### config.mk
export PLATFORM = sky130hd
export DESIGN_NAME = nested_loop_index_generator
export DESIGN_NICKNAME = d
export VERILOG_FILES = /design/src/rtl/core/nlig_pkg.sv /design/src/rtl/core/nested_loop_index_generator.sv
export SDC_FILE = /design/constraint.sdc
export NUM_CORES = 1
export LEC_CHECK = 0
export BUFFER_PORTS_ARGS = -buffer_cell sky130_fd_sc_hd__buf_2
export CORE_ASPECT_RATIO = 2
export CORE_UTILIZATION = 60
export CTS_BUF_LIST = sky130_fd_sc_hd__clkbuf_4
export CTS_CLUSTER_SIZE = 8
export DETAILED_ROUTE_END_ITERATION = 8
export MAX_ROUTING_LAYER = met4
export PLACE_DENSITY_LB_ADDON = 0.2
export SLEW_MARGIN = 5
export SYNTH_ARGS = -nofsm -noshare
export SYNTH_HDL_FRONTEND = slang
export SYNTH_SLANG_ARGS = --single-unit
### constraint.sdc
create_clock -name clk -period 14.7 [get_ports clk]
set_clock_uncertainty 0.15 [all_clocks]
set_input_delay 0.735 -clock clk [delete_from_list [all_inputs] [get_ports clk]]
set_output_delay 0.735 -clock clk [all_outputs]
set_load 0.02 [all_outputs]
### src/rtl/core/nlig_pkg.sv
// Shared types and codes of the nested loop index generator.
package nlig_pkg;

    typedef enum logic [1:0] {
        FUNC_LOAD     = 2'd0,
        FUNC_RESTART  = 2'd1,
        FUNC_NEXT     = 2'd2,
        FUNC_CONTINUE = 2'd3
    } func_t;

    typedef enum logic [1:0] {
        STATUS_VALUE     = 2'd0,
        STATUS_DONE      = 2'd1,
        STATUS_ZERO_STEP = 2'd2,
        STATUS_LOAD_ACK  = 2'd3
    } status_t;

    typedef enum logic [11:0] {
        ST_IDLE    = 12'b0000_0000_0001,
        ST_CHK_RD  = 12'b0000_0000_0010,
        ST_CHK_EX  = 12'b0000_0000_0100,
        ST_INIT_RD = 12'b0000_0000_1000,
        ST_INIT_EX = 12'b0000_0001_0000,
        ST_RST_RD  = 12'b0000_0010_0000,
        ST_RST_EX  = 12'b0000_0100_0000,
        ST_ADV_RD  = 12'b0000_1000_0000,
        ST_ADV_EX  = 12'b0001_0000_0000,
        ST_EMIT_RD = 12'b0010_0000_0000,
        ST_EMIT_EX = 12'b0100_0000_0000,
        ST_FIN     = 12'b1000_0000_0000
    } state_t;

endpackage

### src/rtl/core/nested_loop_index_generator.sv
// A load is acknowledged in the cycle after it is taken; a restart only clears the running nest.
// A next or continue scans the active levels, then returns one result (done or zero step), or,
// if the nest is not running, emits the start of every level, or resets deeper levels, walks
// the carry and emits the tuple, one level at a time through the shared adder and comparators,
// as the level tables have a single read port; a new request waits until the last is through.
// Reset (rst_n, asynchronous, active low) clears control state; the level tables are undefined.
module nested_loop_index_generator
    import nlig_pkg::*;
#(
    parameter int LEVELS      = 8,
    parameter int VALUE_WIDTH = 32
)
(
    input  logic               clk,
    input  logic               rst_n,
    input  logic               cfg_wr_en,
    input  logic [3:0]         cfg_wr_data,
    input  logic               in_valid,
    output logic               in_stall,
    input  logic [1:0]         func,
    input  logic [2:0]         level,
    input  logic signed [31:0] start_value,
    input  logic signed [31:0] end_value,
    input  logic signed [31:0] step_value,
    output logic               out_valid,
    input  logic               out_stall,
    output logic [2:0]         out_level,
    output logic signed [31:0] out_value,
    output logic               last_of_tuple,
    output logic [1:0]         status
);

    localparam int VW = VALUE_WIDTH;
    localparam int LW = (LEVELS > 1) ? $clog2(LEVELS) : 1;
    localparam int CW = $clog2(LEVELS + 1);

    // Level tables and current counter values.
    logic signed [VW-1:0] start_mem [LEVELS];
    logic signed [VW-1:0] end_mem   [LEVELS];
    logic signed [VW-1:0] step_mem  [LEVELS];
    logic signed [VW-1:0] cur_mem   [LEVELS];

    logic signed [VW-1:0] start_rd_reg;
    logic signed [VW-1:0] end_rd_reg;
    logic signed [VW-1:0] step_rd_reg;
    logic signed [VW-1:0] cur_rd_reg;

    state_t          state_reg, state_next;
    logic [3:0]      cfg_reg;
    logic            running_reg, running_next;
    logic            empty_reg, empty_next;
    logic [LW-1:0]   idx_reg, idx_next;
    logic [LW-1:0]   p_reg, p_next;
    logic [1:0]      func_reg, func_next;
    logic [2:0]      lvl_reg, lvl_next;
    logic [2:0]      fin_level_reg, fin_level_next;
    logic [1:0]      fin_status_reg, fin_status_next;

    logic               out_valid_reg, out_valid_next;
    logic [2:0]         out_level_reg, out_level_next;
    logic signed [31:0] out_value_reg, out_value_next;
    logic               out_last_reg, out_last_next;
    logic [1:0]         out_status_reg, out_status_next;

    logic [CW-1:0]   n_act;
    logic [CW-1:0]   n_m1;
    logic            idx_last;
    logic            out_free;
    logic            accept;
    logic            tbl_we;
    logic            cur_we;
    logic signed [VW-1:0] cur_wdata;
    logic [VW:0]     adv_sum;
    logic signed [VW-1:0] adv_value;
    logic            adv_ok;
    logic            start_in_range;
    logic            use_lvl;
    logic [LW-1:0]   p_sel;

    // Active level count: zero acts as one, and values above LEVELS act as LEVELS.
    always_comb
    begin
        if (cfg_reg == 4'd0)
        begin
            n_act = CW'(1);
        end
        else if ({4'b0000, cfg_reg} > 8'(LEVELS))
        begin
            n_act = CW'(LEVELS);
        end
        else
        begin
            n_act = CW'(cfg_reg);
        end
    end

    assign n_m1     = n_act - CW'(1);
    assign idx_last = (CW'(idx_reg) == n_m1);
    assign out_free = !out_valid_reg || !out_stall;
    assign accept   = in_valid && !in_stall;
    assign in_stall = !((state_reg == ST_IDLE) && out_free);
    assign tbl_we   = accept && (func == FUNC_LOAD) && ({5'b00000, level} < 8'(LEVELS));

    // Shared adder and comparator. Signed overflow counts as passing the end.
    assign adv_sum   = {cur_rd_reg[VW-1], cur_rd_reg} + {step_rd_reg[VW-1], step_rd_reg};
    assign adv_value = signed'(adv_sum[VW-1:0]);
    assign adv_ok    = (adv_sum[VW] == adv_sum[VW-1]) &&
                       (step_rd_reg[VW-1] ? (adv_value >= end_rd_reg)
                                          : (adv_value <= end_rd_reg));
    assign start_in_range = step_rd_reg[VW-1] ? (start_rd_reg >= end_rd_reg)
                                              : (start_rd_reg <= end_rd_reg);

    // A continue beyond the active levels behaves as a next.
    assign use_lvl = (func_reg == FUNC_CONTINUE) && ({5'b00000, lvl_reg} < 8'(n_act));
    assign p_sel   = use_lvl ? LW'(lvl_reg) : LW'(n_m1);

    always_comb
    begin
        state_next      = state_reg;
        running_next    = running_reg;
        empty_next      = empty_reg;
        idx_next        = idx_reg;
        p_next          = p_reg;
        func_next       = func_reg;
        lvl_next        = lvl_reg;
        fin_level_next  = fin_level_reg;
        fin_status_next = fin_status_reg;
        out_valid_next  = out_valid_reg && out_stall;
        out_level_next  = out_level_reg;
        out_value_next  = out_value_reg;
        out_last_next   = out_last_reg;
        out_status_next = out_status_reg;
        cur_we          = 1'b0;
        cur_wdata       = start_rd_reg;

        case (state_reg)
            ST_IDLE:
            begin
                if (accept)
                begin
                    func_next = func;
                    lvl_next  = level;
                    case (func)
                        FUNC_LOAD:
                        begin
                            running_next    = 1'b0;
                            out_valid_next  = 1'b1;
                            out_level_next  = level;
                            out_value_next  = start_value;
                            out_last_next   = 1'b1;
                            out_status_next = STATUS_LOAD_ACK;
                        end
                        FUNC_RESTART:
                        begin
                            running_next = 1'b0;
                        end
                        default:
                        begin
                            idx_next   = '0;
                            empty_next = 1'b0;
                            state_next = ST_CHK_RD;
                        end
                    endcase
                end
            end
            ST_CHK_RD:
            begin
                state_next = ST_CHK_EX;
            end
            ST_CHK_EX:
            begin
                // A zero step wins over an empty range at any level.
                if (step_rd_reg == '0)
                begin
                    fin_level_next  = 3'(idx_reg);
                    fin_status_next = STATUS_ZERO_STEP;
                    state_next      = ST_FIN;
                end
                else if (!idx_last)
                begin
                    empty_next = empty_reg || !start_in_range;
                    idx_next   = idx_reg + LW'(1);
                    state_next = ST_CHK_RD;
                end
                else if (empty_reg || !start_in_range)
                begin
                    fin_level_next  = 3'd0;
                    fin_status_next = STATUS_DONE;
                    state_next      = ST_FIN;
                end
                else if (!running_reg)
                begin
                    idx_next   = '0;
                    state_next = ST_INIT_RD;
                end
                else
                begin
                    p_next = p_sel;
                    if (CW'(p_sel) != n_m1)
                    begin
                        idx_next   = LW'(n_m1);
                        state_next = ST_RST_RD;
                    end
                    else
                    begin
                        idx_next   = p_sel;
                        state_next = ST_ADV_RD;
                    end
                end
            end
            ST_INIT_RD:
            begin
                state_next = ST_INIT_EX;
            end
            ST_INIT_EX:
            begin
                if (out_free)
                begin
                    cur_we          = 1'b1;
                    out_valid_next  = 1'b1;
                    out_level_next  = 3'(idx_reg);
                    out_value_next  = 32'(start_rd_reg);
                    out_last_next   = idx_last;
                    out_status_next = STATUS_VALUE;
                    if (idx_last)
                    begin
                        running_next = 1'b1;
                        state_next   = ST_IDLE;
                    end
                    else
                    begin
                        idx_next   = idx_reg + LW'(1);
                        state_next = ST_INIT_RD;
                    end
                end
            end
            ST_RST_RD:
            begin
                state_next = ST_RST_EX;
            end
            ST_RST_EX:
            begin
                // Levels deeper than the continued one go back to their starts.
                cur_we = 1'b1;
                if (idx_reg == p_reg + LW'(1))
                begin
                    idx_next   = p_reg;
                    state_next = ST_ADV_RD;
                end
                else
                begin
                    idx_next   = idx_reg - LW'(1);
                    state_next = ST_RST_RD;
                end
            end
            ST_ADV_RD:
            begin
                state_next = ST_ADV_EX;
            end
            ST_ADV_EX:
            begin
                cur_we = 1'b1;
                if (adv_ok)
                begin
                    cur_wdata  = adv_value;
                    idx_next   = '0;
                    state_next = ST_EMIT_RD;
                end
                else if (idx_reg == '0)
                begin
                    fin_level_next  = 3'd0;
                    fin_status_next = STATUS_DONE;
                    state_next      = ST_FIN;
                end
                else
                begin
                    idx_next   = idx_reg - LW'(1);
                    state_next = ST_ADV_RD;
                end
            end
            ST_EMIT_RD:
            begin
                state_next = ST_EMIT_EX;
            end
            ST_EMIT_EX:
            begin
                if (out_free)
                begin
                    out_valid_next  = 1'b1;
                    out_level_next  = 3'(idx_reg);
                    out_value_next  = 32'(cur_rd_reg);
                    out_last_next   = idx_last;
                    out_status_next = STATUS_VALUE;
                    if (idx_last)
                    begin
                        state_next = ST_IDLE;
                    end
                    else
                    begin
                        idx_next   = idx_reg + LW'(1);
                        state_next = ST_EMIT_RD;
                    end
                end
            end
            ST_FIN:
            begin
                if (out_free)
                begin
                    out_valid_next  = 1'b1;
                    out_level_next  = fin_level_reg;
                    out_value_next  = '0;
                    out_last_next   = 1'b1;
                    out_status_next = fin_status_reg;
                    if (fin_status_reg == STATUS_DONE)
                    begin
                        running_next = 1'b0;
                    end
                    state_next = ST_IDLE;
                end
            end
            default:
            begin
                state_next = ST_IDLE;
            end
        endcase

        // A register write restarts the nest.
        if (cfg_wr_en)
        begin
            running_next = 1'b0;
        end
    end

    always_ff @(posedge clk or negedge rst_n)
    begin
        if (!rst_n)
        begin
            state_reg     <= ST_IDLE;
            cfg_reg       <= 4'd1;
            running_reg   <= 1'b0;
            out_valid_reg <= 1'b0;
        end
        else
        begin
            state_reg     <= state_next;
            running_reg   <= running_next;
            out_valid_reg <= out_valid_next;
            if (cfg_wr_en)
            begin
                cfg_reg <= cfg_wr_data;
            end
        end
    end

    always_ff @(posedge clk)
    begin
        empty_reg      <= empty_next;
        idx_reg        <= idx_next;
        p_reg          <= p_next;
        func_reg       <= func_next;
        lvl_reg        <= lvl_next;
        fin_level_reg  <= fin_level_next;
        fin_status_reg <= fin_status_next;
        out_level_reg  <= out_level_next;
        out_value_reg  <= out_value_next;
        out_last_reg   <= out_last_next;
        out_status_reg <= out_status_next;
    end

    always_ff @(posedge clk)
    begin
        if (tbl_we)
        begin
            start_mem[LW'(level)] <= VW'(start_value);
            end_mem[LW'(level)]   <= VW'(end_value);
            step_mem[LW'(level)]  <= VW'(step_value);
        end
        if (cur_we)
        begin
            cur_mem[idx_reg] <= cur_wdata;
        end
    end

    always_ff @(posedge clk)
    begin
        start_rd_reg <= start_mem[idx_reg];
        end_rd_reg   <= end_mem[idx_reg];
        step_rd_reg  <= step_mem[idx_reg];
        cur_rd_reg   <= cur_mem[idx_reg];
    end

    assign out_valid     = out_valid_reg;
    assign out_level     = out_level_reg;
    assign out_value     = out_value_reg;
    assign last_of_tuple = out_last_reg;
    assign status        = out_status_reg;

`ifndef SYNTH
    a_single_results_are_last: assert property (@(posedge clk) disable iff (!rst_n)
        out_valid && (status != STATUS_VALUE) |-> last_of_tuple)
        else $error("single result without last mark");

    a_load_acked: assert property (@(posedge clk) disable iff (!rst_n)
        in_valid && !in_stall && (func == FUNC_LOAD) |=> out_valid && (status == STATUS_LOAD_ACK))
        else $error("load not acknowledged in the next cycle");

    a_done_stops: assert property (@(posedge clk) disable iff (!rst_n)
        out_valid && !out_stall && (status == STATUS_DONE) |=> !running_reg)
        else $error("nest still running after done");

    a_index_in_range: assert property (@(posedge clk) disable iff (!rst_n)
        (state_reg != ST_IDLE) |-> (CW'(idx_reg) < n_act))
        else $error("level index beyond active levels");
`endif

endmodule
Word level (Yosys, flattened, before mapping)
Memory sizes are Yosys's and may differ from the RTL's. A register that Yosys moved wholly into a read port is not among the register bits.
Cells that the tools add are included.
W data, S select, Z words.

word-level totals
  input bits = 110
  memories = 4
  register bits after elaboration = 73
  output and inout bits = 40
  word-level logic and storage cells = 200
  memory bits (writable) = 1,024

memory list
  name       depth  width  read ports  clocked after Yosys merged registers in  write ports  RTL line                           text
  cur_mem    8      32     1           1                                        1            nested_loop_index_generator.sv:41  logic signed [VW-1:0] cur_mem [LEVELS];
  end_mem    8      32     1           1                                        1            nested_loop_index_generator.sv:39  logic signed [VW-1:0] end_mem [LEVELS];
  start_mem  8      32     1           1                                        1            nested_loop_index_generator.sv:38  logic signed [VW-1:0] start_mem [LEVELS];
  step_mem   8      32     1           1                                        1            nested_loop_index_generator.sv:40  logic signed [VW-1:0] step_mem [LEVELS];

cells by class
  equality and inequality tests = 41
  mux-type cells = 92
  reduce and logical (&&, ||, !) cells = 35
  bitwise operators = 2
  magnitude comparators = 6
  $add $sub $neg = 5

operators with widths
  kind                    count
  $mux W32                7
  $pmux W12 S12           1
  $pmux W32 S4            1
  $mux W12                10
  $mux W3                 22
  $ge A32 B32 Y1          2
  $le A32 B32 Y1          2
  $add A32 B32 Y33        1
  $logic_not A32 Y1       1
  $ne A3 B3 Y1 const B    10
  $mux W1                 25
  $reduce_and A5 Y1       5
  $mux W8                 3
  $ne A2 B2 Y1 const B    10
  $mux W2                 9
  $pmux W3 S5             1
  $eq A12 B1 Y1 const B   1
  $eq A12 B10 Y1 const B  1
  $eq A12 B11 Y1 const B  1
  $eq A12 B12 Y1 const B  1
  $eq A12 B2 Y1 const B   1
  $eq A12 B3 Y1 const B   1
  $eq A12 B4 Y1 const B   1
  $eq A12 B5 Y1 const B   1
  41 further kinds        63

Depth between registers and ports, before layout
Gate-level depths: netlist (run 1).

  depth in word-level cells = 13
  gate-level depth with buffers = 20
  mapped depth without buffers = 19

Least setup slack after synthesis (run 1)
No wires, ideal clock.

  path type = reg-to-reg
  start point = register state_reg[10]
  end point = memory end_mem[4][0] in the netlist's numbering (enable)
  stages on the path, launching flop included = 8
  period minus slack after synthesis = 12.688 ns
  path slack = 2.012 ns
  required time = 13.725 ns
  buffers on the path = 0
  arrival time = 11.714 ns
  setup time = 0.825 ns
  cell sequence = dfrtp_1 nor4_1 nand3b_1 nor4_2 nand2_1 nor3_1 nand2_1 nor4b_1

on the way
  word-level cells in the longest chain between the ends = 6

ends and longest elaborated chain
  element                        RTL line                            text
  start: declaration             nested_loop_index_generator.sv:48   state_t state_reg, state_next;
  start signal: assignment       nested_loop_index_generator.sv:345  state_reg <= state_next;
  $eq A12 B1 Y1                  nested_loop_index_generator.sv:101  assign in_stall = !((state_reg == ST_IDLE) && out_free);
  $logic_and A1 B1 Y1            nested_loop_index_generator.sv:101
  $logic_and A1 B1 Y1            nested_loop_index_generator.sv:100  assign accept = in_valid && !in_stall;
  $logic_and A1 B1 Y1            nested_loop_index_generator.sv:102  assign tbl_we = accept && (func == FUNC_LOAD) && ({5'b00000, level} < 8'(LEVELS));
  $mux W1                        nested_loop_index_generator.sv:372  if (tbl_we)
  $mux W1 (implied by the code)  nested_loop_index_generator.sv:375  end_mem[LW'(level)] <= VW'(end_value);
  end: declaration               nested_loop_index_generator.sv:39

Every way passes these cells.

Final worst setup path (run 1)
  start point = register cur_rd_reg[0] (read register of cur_mem)
  end point = memory cur_mem[1][31] in the netlist's numbering, data pin

on the way
  word-level cells in the longest chain between the ends = 6
  elaborated cells on any way between the ends = 8
  classes of those cells = add/sub (1); order compare (2); eq/ne (1); mux (3); reduce/logical (1)

ends and longest elaborated chain
  element                                           RTL line                                                                text
  start: declaration                                nested_loop_index_generator.sv:46                                       logic signed [VW-1:0] cur_rd_reg;
  $add A32 B32 Y33 (*)                              nested_loop_index_generator.sv:105                                      assign adv_sum = {cur_rd_reg[VW-1], cur_rd_reg} + {step_rd_reg[VW-1], step_rd_reg};
  $le A32 B32 Y1 or $ge A32 B32 Y1 (tied branches)  nested_loop_index_generator.sv:109, nested_loop_index_generator.sv:108
  $mux W1                                           nested_loop_index_generator.sv:108                                      (step_rd_reg[VW-1] ? (adv_value >= end_rd_reg)
  $logic_and A1 B1 Y1                               nested_loop_index_generator.sv:107                                      assign adv_ok = (adv_sum[VW] == adv_sum[VW-1]) &&
  $mux W32 (*)                                      nested_loop_index_generator.sv:263                                      if (adv_ok)
  $mux W32 (*)                                      nested_loop_index_generator.sv:136                                      case (state_reg)
  net cur_wdata[31]                                 nested_loop_index_generator.sv:72                                       logic signed [VW-1:0] cur_wdata;
  end: declaration                                  nested_loop_index_generator.sv:41

Mark *: on every way through the listed nets, which the timed path passes. The rest lies on a longest branch.

==> flow_metrics.py, run 1 <==
metrics = {
    "drt": {
        "wl_mm": 133,
        "drc_errors": 0,
        "vias": 28900,
        "wl_per_cell_um": 29.9,
        "antenna_left": 0,
        "drt_iter0_drc": 2726,
        "avgViaCountPerCell": 6.48,
        "drtPass1Iterations": 6,
    },
    "floorplan": {
        "die_w_um": 199,
        "core_um2": 76200,
        "die_h_um": 395,
        "top_level_ports": 150,
        "start_util_pct": 60.9,
        "rows": 143,
        "die_area_um2": 78500,
    },
    "timing": {
        "fmax_ghz": 0.163,
        "rsz0062_at_grt": "false",
        "setup-tns-final_ns": 0,
        "finalCritPeriodShare_pct": 41.6,
        "worstMarginPinSlew_ns": 1.05,
        "finalHoldViolations": 0,
        "period_needed_ns": 6.12,
        "setup_viol": 0,
        "drv_slew": 0,
        "timing.hold.ws_ns": 0.261,
        "timing.slew.headroom_pct": 30.0,
        "setup_ws_ns": 8.58,
    },
    "power": {
        "total_power_mw": 7.86,
        "ir_worst_vdd_v": 0.0000955,
        "power_density_nw_per_um2": 149,
        "p_leak_nw": 18.0,
    },
    "cts": {
        "clk_pin_slew_ns": 0.08,
        "cts_setup_buffers": 0,
        "cts.sinks": 1225,
        "cts_tree": "yes",
        "cts_root_buffer": "clkbuf_4",
        "numCtsBuffers": 239,
        "cts_buffer_depth": 3,
        "cts_max_level": 4,
        "clk_latency_ns": 1.12,
    },
    "placed_design": {
        "place_area_um2": 48400,
        "place_hpwl_mm": 79.7,
        "io_buffers": 149,
        "gp_congestion": 1.01,
        "post-place-ws_ns": 8.57,
        "dp.cells": 3889,
    },
    "logic_synthesis": {
        "synth_edf_count": 1079,
        "yosys.area.top_type_share_pct": 69.9,
        "netlist_area_um2": 46400,
        "ys_types": 82,
        "ys_ff_latch": 1225,
        "syn_avg_cell_area_um2": 16.4,
        "ys.flop_type": "edfxtp_1",
        "synth_cells": 2824,
        "yosysTopAreaCell": "edfxtp_1",
        "yosys-top-cells-area": "edfxtp_1, a22oi_1, dfxtp_1",
        "synth-seq-area-share_pct": 76.4,
        "syn-num-nets": 3038,
        "synth-async-reset-ratio_pct": 1.47,
        "yosys_warnings": 0,
    },
    "global_route": {
        "grt.total_usage_pct": 35.6,
        "grt_pass1_vias": 29800,
        "grt_pass1_wl_mm": 191,
        "grt_max_degree": 130,
        "grt_remaining_overflow": 0,
        "antenna_found_initial": 7,
    },
    "worst_setup_path": {
        "crit_slowest_cell": "buf_4",
        "path_delay_family": "compound AO/OA/AOI/OAI gates",
        "crit_type": "reg2reg",
        "arrival_ns": 6.79,
        "cp_max_fo": 31,
        "crit_chain": "ha_1 -> inv_1 -> fa_1 -> nor2b_1 -> o31a_1 -> o2111ai_1 -> a211o_1 -> a21boi_0 -> o21ai_0 -> a21oi_1 -> ha_1 -> nand4_1 -> nor2_1 -> and4_1 -> a211oi_1 -> mux2i_2 -> nor4_4 -> buf_4 -> mux2_2",
        "critPathCaptureType": "flip-flop",
        "crit_path_start_kind": "flip-flop",
        "crit_required_ns": 15.37,
        "worst_path_largest_cell_delay_ns": 0.65,
        "critPathMostFrequentCell": "ha_1",
        "crit_buf_inv": 2,
    },
    "cells_and_area": {
        "drive_gt1_share_pct": 19.2,
        "nNetsFinal": 3444,
        "final_cells": 4464,
        "final_util_pct": 69.3,
        "syn_to_final_growth_pct": 13.9,
        "fin_area_um2": 52800,
        "fillerInstances": 5112,
    },
    "hold_path": {
        "min_path_type": "in2reg",
    },
    "outcome": {
        "status": "complete, no violations",
    },
    "flow_run": {
        "cap_violations": 0,
    },
}
-- Yosys cell counts (all sizes together) (14+ instances only) --
master	n
dfxtp	128
inv	52
o21ai	45
nor2b	14
ha	103
nand3	22
a22oi	549
mux2	38
nor2	52
a21oi	63
xnor2	22
edfxtp	1079
nor4	17
nand2	146
xor2	18
nand4	147
nor3	26
clkbuf	129
a21o	20
dfrtp	16
-- worst paths after layout --
check | slack [ns] | depth (start not counted) | start | to
worst min register to register | 0.32 | 2 | cur_mem[5][29] | cur_rd_reg[29]
max in group asynchronous | 12.57 | 4 | rst_n | cfg_reg[2]
worst min-delay path | 0.26 | 2 | step_value[26] | step_mem[6][26]
worst max-delay path | 8.58 | 19 | cur_rd_reg[0] | cur_mem[1][31]
min in group asynchronous | 0.56 | 3 | rst_n | state_reg[0]
worst max register to register | 8.58 | 19 | cur_rd_reg[0] | cur_mem[1][31]
-- logic make-up after synthesis --
group	count (synthesis)	synth area share, %
AO/OA/AOI/OAI	745	11.7
XOR/XNOR	40	0.755
AND/OR/NAND/NOR	476	5.47
adder cells (fa/ha/maj)	104	2.82
multiplexers	42	1.26
buffers and inverters	192	1.61
flip-flops	1225	76.4
-- per-layer routing --
metal / global-route usage [%] / routed length, um / vias to the layer above
li1: - / - / 12500
met1: 38.2 / 44200 / 14300
met2: 59.1 / 69100 / 1756
met3: 6.04 / 10400 / 407
met4: 25.9 / 9620 / 0
met5: - / 0 / -
-- area by class of cell --
| class | instances | area [um2] | area share, % |
|---|---|---|---|
| Clock buffer | 337 | 2530 | 4.79 |
| Multi-Input combinational cell | 1407 | 10400 | 19.7 |
| Antenna cell | 5 | 12.5 | 0.0237 |
| Timing Repair Buffer | 305 | 2300 | 4.36 |
| Inverter | 52 | 195 | 0.370 |
| Clock inverter | 118 | 704 | 1.33 |
| Tap cell | 1015 | 1270 | 2.40 |
| Sequential cell | 1225 | 35400 | 67.1 |
-- placed cells by master (no fill, tap or decap), types with 9 or more instances in the layout --
master / n
nand3_1: 21
dlygate4sd3_1: 115
nor3_2: 9
buf_4: 33
nand2_1: 145
nor2_1: 47
nand4_1: 147
xnor2_1: 22
dfxtp_1: 128
nor2b_1: 9
nor4_1: 14
buf_2: 149
nor3_1: 15
ha_1: 103
edfxtp_1: 1079
o21ai_0: 39
a21oi_1: 61
dfrtp_1: 16
a22oi_1: 549
clkinv_1: 75
mux2_4: 30
a21o_1: 20
xor2_1: 18
inv_1: 52
clkbuf_4: 337
nand2b_1: 11
clkinv_2: 24
-- power by group --
part	switching (mW)	total (mW)	internal, mW
combinational	0.894	1.35	0.454
sequential	0.131	4.07	3.94
clock	1.25	2.44	1.18
-- what timing repair did --
| item | CTS | global route |
|---|---|---|
| endpoints found under the hold margin | 845 | 0 |
| hold buffers | 115 | 0 |
| resized for setup | 0 | 0 |
Power figures use the tool's default switching activity.
==> run 2, diff against run 1 <==
--- a/config.mk
+++ b/config.mk
@@ -7,7 +7,7 @@
 export LEC_CHECK = 0
 export BUFFER_PORTS_ARGS = -buffer_cell sky130_fd_sc_hd__buf_2
 export CORE_ASPECT_RATIO = 2
-export CORE_UTILIZATION = 60
+export CORE_UTILIZATION = 58
 export CTS_BUF_LIST = sky130_fd_sc_hd__clkbuf_4
 export CTS_CLUSTER_SIZE = 8
 export DETAILED_ROUTE_END_ITERATION = 8
==> constraint.sdc (replaced) <==
create_clock -name clk -period 5.35 [get_ports clk]
set_clock_uncertainty 0.15 [all_clocks]
set_input_delay 0.2675 -clock clk [delete_from_list [all_inputs] [get_ports clk]]
set_output_delay 0.2675 -clock clk [all_outputs]
set_load 0.02 [all_outputs]
==> run 2 against run 1 <==
Worst setup slack lost 8.4 ns. Sequential share of layout area shrank 2.7 points. Final area grew 4.2%. First-iteration DRC count grew 0.84%. Critical endpoint is now cur_mem[7][25]. Cell count grew 4.7%. Critical path depth grew 2.
==> flow_metrics.py, run 2 (synthesis results as in run 1) <==
metrics = {
    "outcome": {
        "status": "complete, no violations",
    },
    "placed_design": {
        "place_hpwl_mm": 87.0,
        "gp_congestion": 0.991,
        "io_buffers": 149,
        "place_area_um2": 49300,
    },
    "power": {
        "swShare_pct": 29.1,
        "p_leak_nw": 19.0,
        "power_switching_mw": 6.60,
        "p_comb_share_pct": 19.5,
        "total_power_mw": 22.7,
        "ir_worst_vdd_v": 0.000309,
        "power_density_nw_per_um2": 412,
        "seq_power_share_pct": 49.5,
        "p_int_mw": 16.1,
        "p_clk_share_pct": 30.9,
    },
    "drt": {
        "drtPass1Iterations": 6,
        "antenna_left": 0,
        "drt_iter0_drc": 2749,
        "avgViaCountPerCell": 6.39,
        "wl_mm": 143,
        "wl_per_cell_um": 30.7,
        "vias": 29900,
        "drc_errors": 0,
    },
    "flow_run": {
        "cap_violations": 0,
    },
    "worst_setup_path": {
        "arrival_ns": 5.90,
        "crit_required_ns": 6.08,
        "crit_path_start_kind": "flip-flop",
        "critPathMostFrequentCell": "a21oi_1",
        "crit_chain": "ha_2 -> inv_1 -> fa_1 -> nor2b_2 -> o31a_1 -> o2111ai_2 -> a211o_1 -> a21boi_1 -> o21ai_0 -> a21oi_1 -> ha_1 -> nand4_1 -> nor2_2 -> a21oi_1 -> o211ai_1 -> a211oi_2 -> mux2i_4 -> nor4_4 -> buf_6 -> buf_12 -> mux2_4",
        "cp_max_fo": 9,
        "crit_type": "reg2reg",
        "path_delay_family": "compound AO/OA/AOI/OAI gates",
        "worst_path_largest_cell_delay_ns": 0.41,
        "crit_slowest_cell": "fa_1",
        "crit_buf_inv": 3,
        "critPathCaptureType": "flip-flop",
    },
    "timing": {
        "worstMarginPinSlew_ns": 1.16,
        "timing.slew.headroom_pct": 22.5,
        "fmax_ghz": 0.194,
        "finalHoldViolations": 0,
        "drv_slew": 0,
        "setup-tns-final_ns": 0,
        "period_needed_ns": 5.17,
        "finalCritPeriodShare_pct": 96.6,
        "setup_viol": 0,
        "rsz0062_at_grt": "false",
    },
    "hold_path": {
        "min_path_type": "in2reg",
    },
    "cts": {
        "cts_buffer_depth": 3,
        "cts_max_level": 4,
        "cts_tree": "yes",
        "cts.sinks": 1225,
        "clk_latency_ns": 1.20,
        "clk_pin_slew_ns": 0.08,
        "numCtsBuffers": 238,
        "cts_root_buffer": "clkbuf_4",
    },
    "cells_and_area": {
        "layout_commonest_cell": "edfxtp_1",
        "fin_area_um2": 55100,
        "nNetsFinal": 3635,
        "layout_common_cells": "edfxtp_1, a22oi_1, clkbuf_4, dlygate4sd3_1, buf_2",
        "drive_gt1_share_pct": 20.9,
        "syn_to_final_growth_pct": 18.7,
        "fillerInstances": 5091,
    },
    "global_route": {
        "grt_pass1_vias": 31100,
        "antenna_found_initial": 10,
        "grt.total_usage_pct": 36.8,
        "grt_max_degree": 129,
        "grt_pass1_wl_mm": 204,
        "grt_remaining_overflow": 0,
    },
    "floorplan": {
        "core_um2": 79100,
        "die_h_um": 402,
        "die_area_um2": 81200,
        "die_w_um": 202,
        "rows": 146,
        "start_util_pct": 58.6,
        "top_level_ports": 150,
    },
}
## run 2: through the flow
| step | utilization, % | setup WS, ns | hold WS [ns] | instances |
|---|---|---|---|---|
| after floorplan | - | -0.0666 | -0.178 | 2824 |
| after global placement | 62.4 | 0.0798 | 0.0989 | 3991 |
| after detailed placement | 62.4 | -0.0941 | 0.0978 | 3991 |
| after CTS | 69.5 | 0.0299 | 0.000646 | 4665 |
| after global routing | 69.6 | 0.00520 | 0.0774 | 4676 |
| final | 69.6 | 0.183 | 0.131 | 4676 |
## run 2: cell type report
type | instances | area, um2 | share of cell area [%]
antenna | 10 | 25.0 | 0.0454
clock buffer | 329 | 2470 | 4.49
inverter | 52 | 195 | 0.355
sequential | 1225 | 35400 | 64.3
tap | 1036 | 1300 | 2.35
clock inverter | 120 | 880 | 1.60
timing repair buffer | 497 | 4240 | 7.70
multi-input combinational | 1407 | 10500 | 19.1
## run 2: layer usage
metal  up-vias  GRT usage (%)  share of wire, %
met4         0           29.1               8.3
met2      1706           62.5                52
met1     14800           37.7                32
li1      12900              -                 -
met3       492           5.84               7.0
met5         -              -                 0
## run 2: path summary, 6_finish.rpt
| check | slack [ns] | startpoint | cells after the start | end |
|---|---|---|---|---|
| max | 0.18 | cur_rd_reg[0] | 21 | cur_mem[7][25] |
| min | 0.13 | level[1] | 3 | start_mem[5][3] |
| max reg2reg | 0.18 | cur_rd_reg[0] | 21 | cur_mem[7][25] |
| min reg2reg | 0.30 | end_mem[4][12] | 2 | end_rd_reg[12] |
| max in group asynchronous | 4.24 | rst_n | 3 | state_reg[6] |
| min in group asynchronous | 0.15 | rst_n | 3 | state_reg[4] |
## run 2: worst reg2reg max path, stage by stage (launching register included)
cell and delay [ns]:
dfxtp_1 0.35, ha_2 0.21, inv_1 0.06, fa_1 0.41, nor2b_2 0.15, o31a_1 0.24
o2111ai_2 0.18, a211o_1 0.36, a21boi_1 0.21, o21ai_0 0.10, a21oi_1 0.25, ha_1 0.29
nand4_1 0.13, nor2_2 0.07, a21oi_1 0.12, o211ai_1 0.11, a211oi_2 0.33, mux2i_4 0.40
nor4_4 0.07, buf_6 0.16, buf_12 0.15, mux2_4 0.37
## run 2: power by group through the flow
stage	Clock [mW]	Sequential [mW]	Combinational (mW)
CTS	7.09	11.2	4.33
global route	7.51	11.2	4.68
detailed placement	0	11.4	4.16
finish	7.02	11.2	4.43
floorplan	0	11.2	2.24
global placement	0	11.4	4.11
## run 2: what timing repair did
item	4_1_cts	5_1_grt
gates resized for setup	5	13
hold endpoints to repair	1654	0
setup endpoints to repair	178	265
buffers inserted	0	1
hold buffers	225	0
pin swaps	0	6
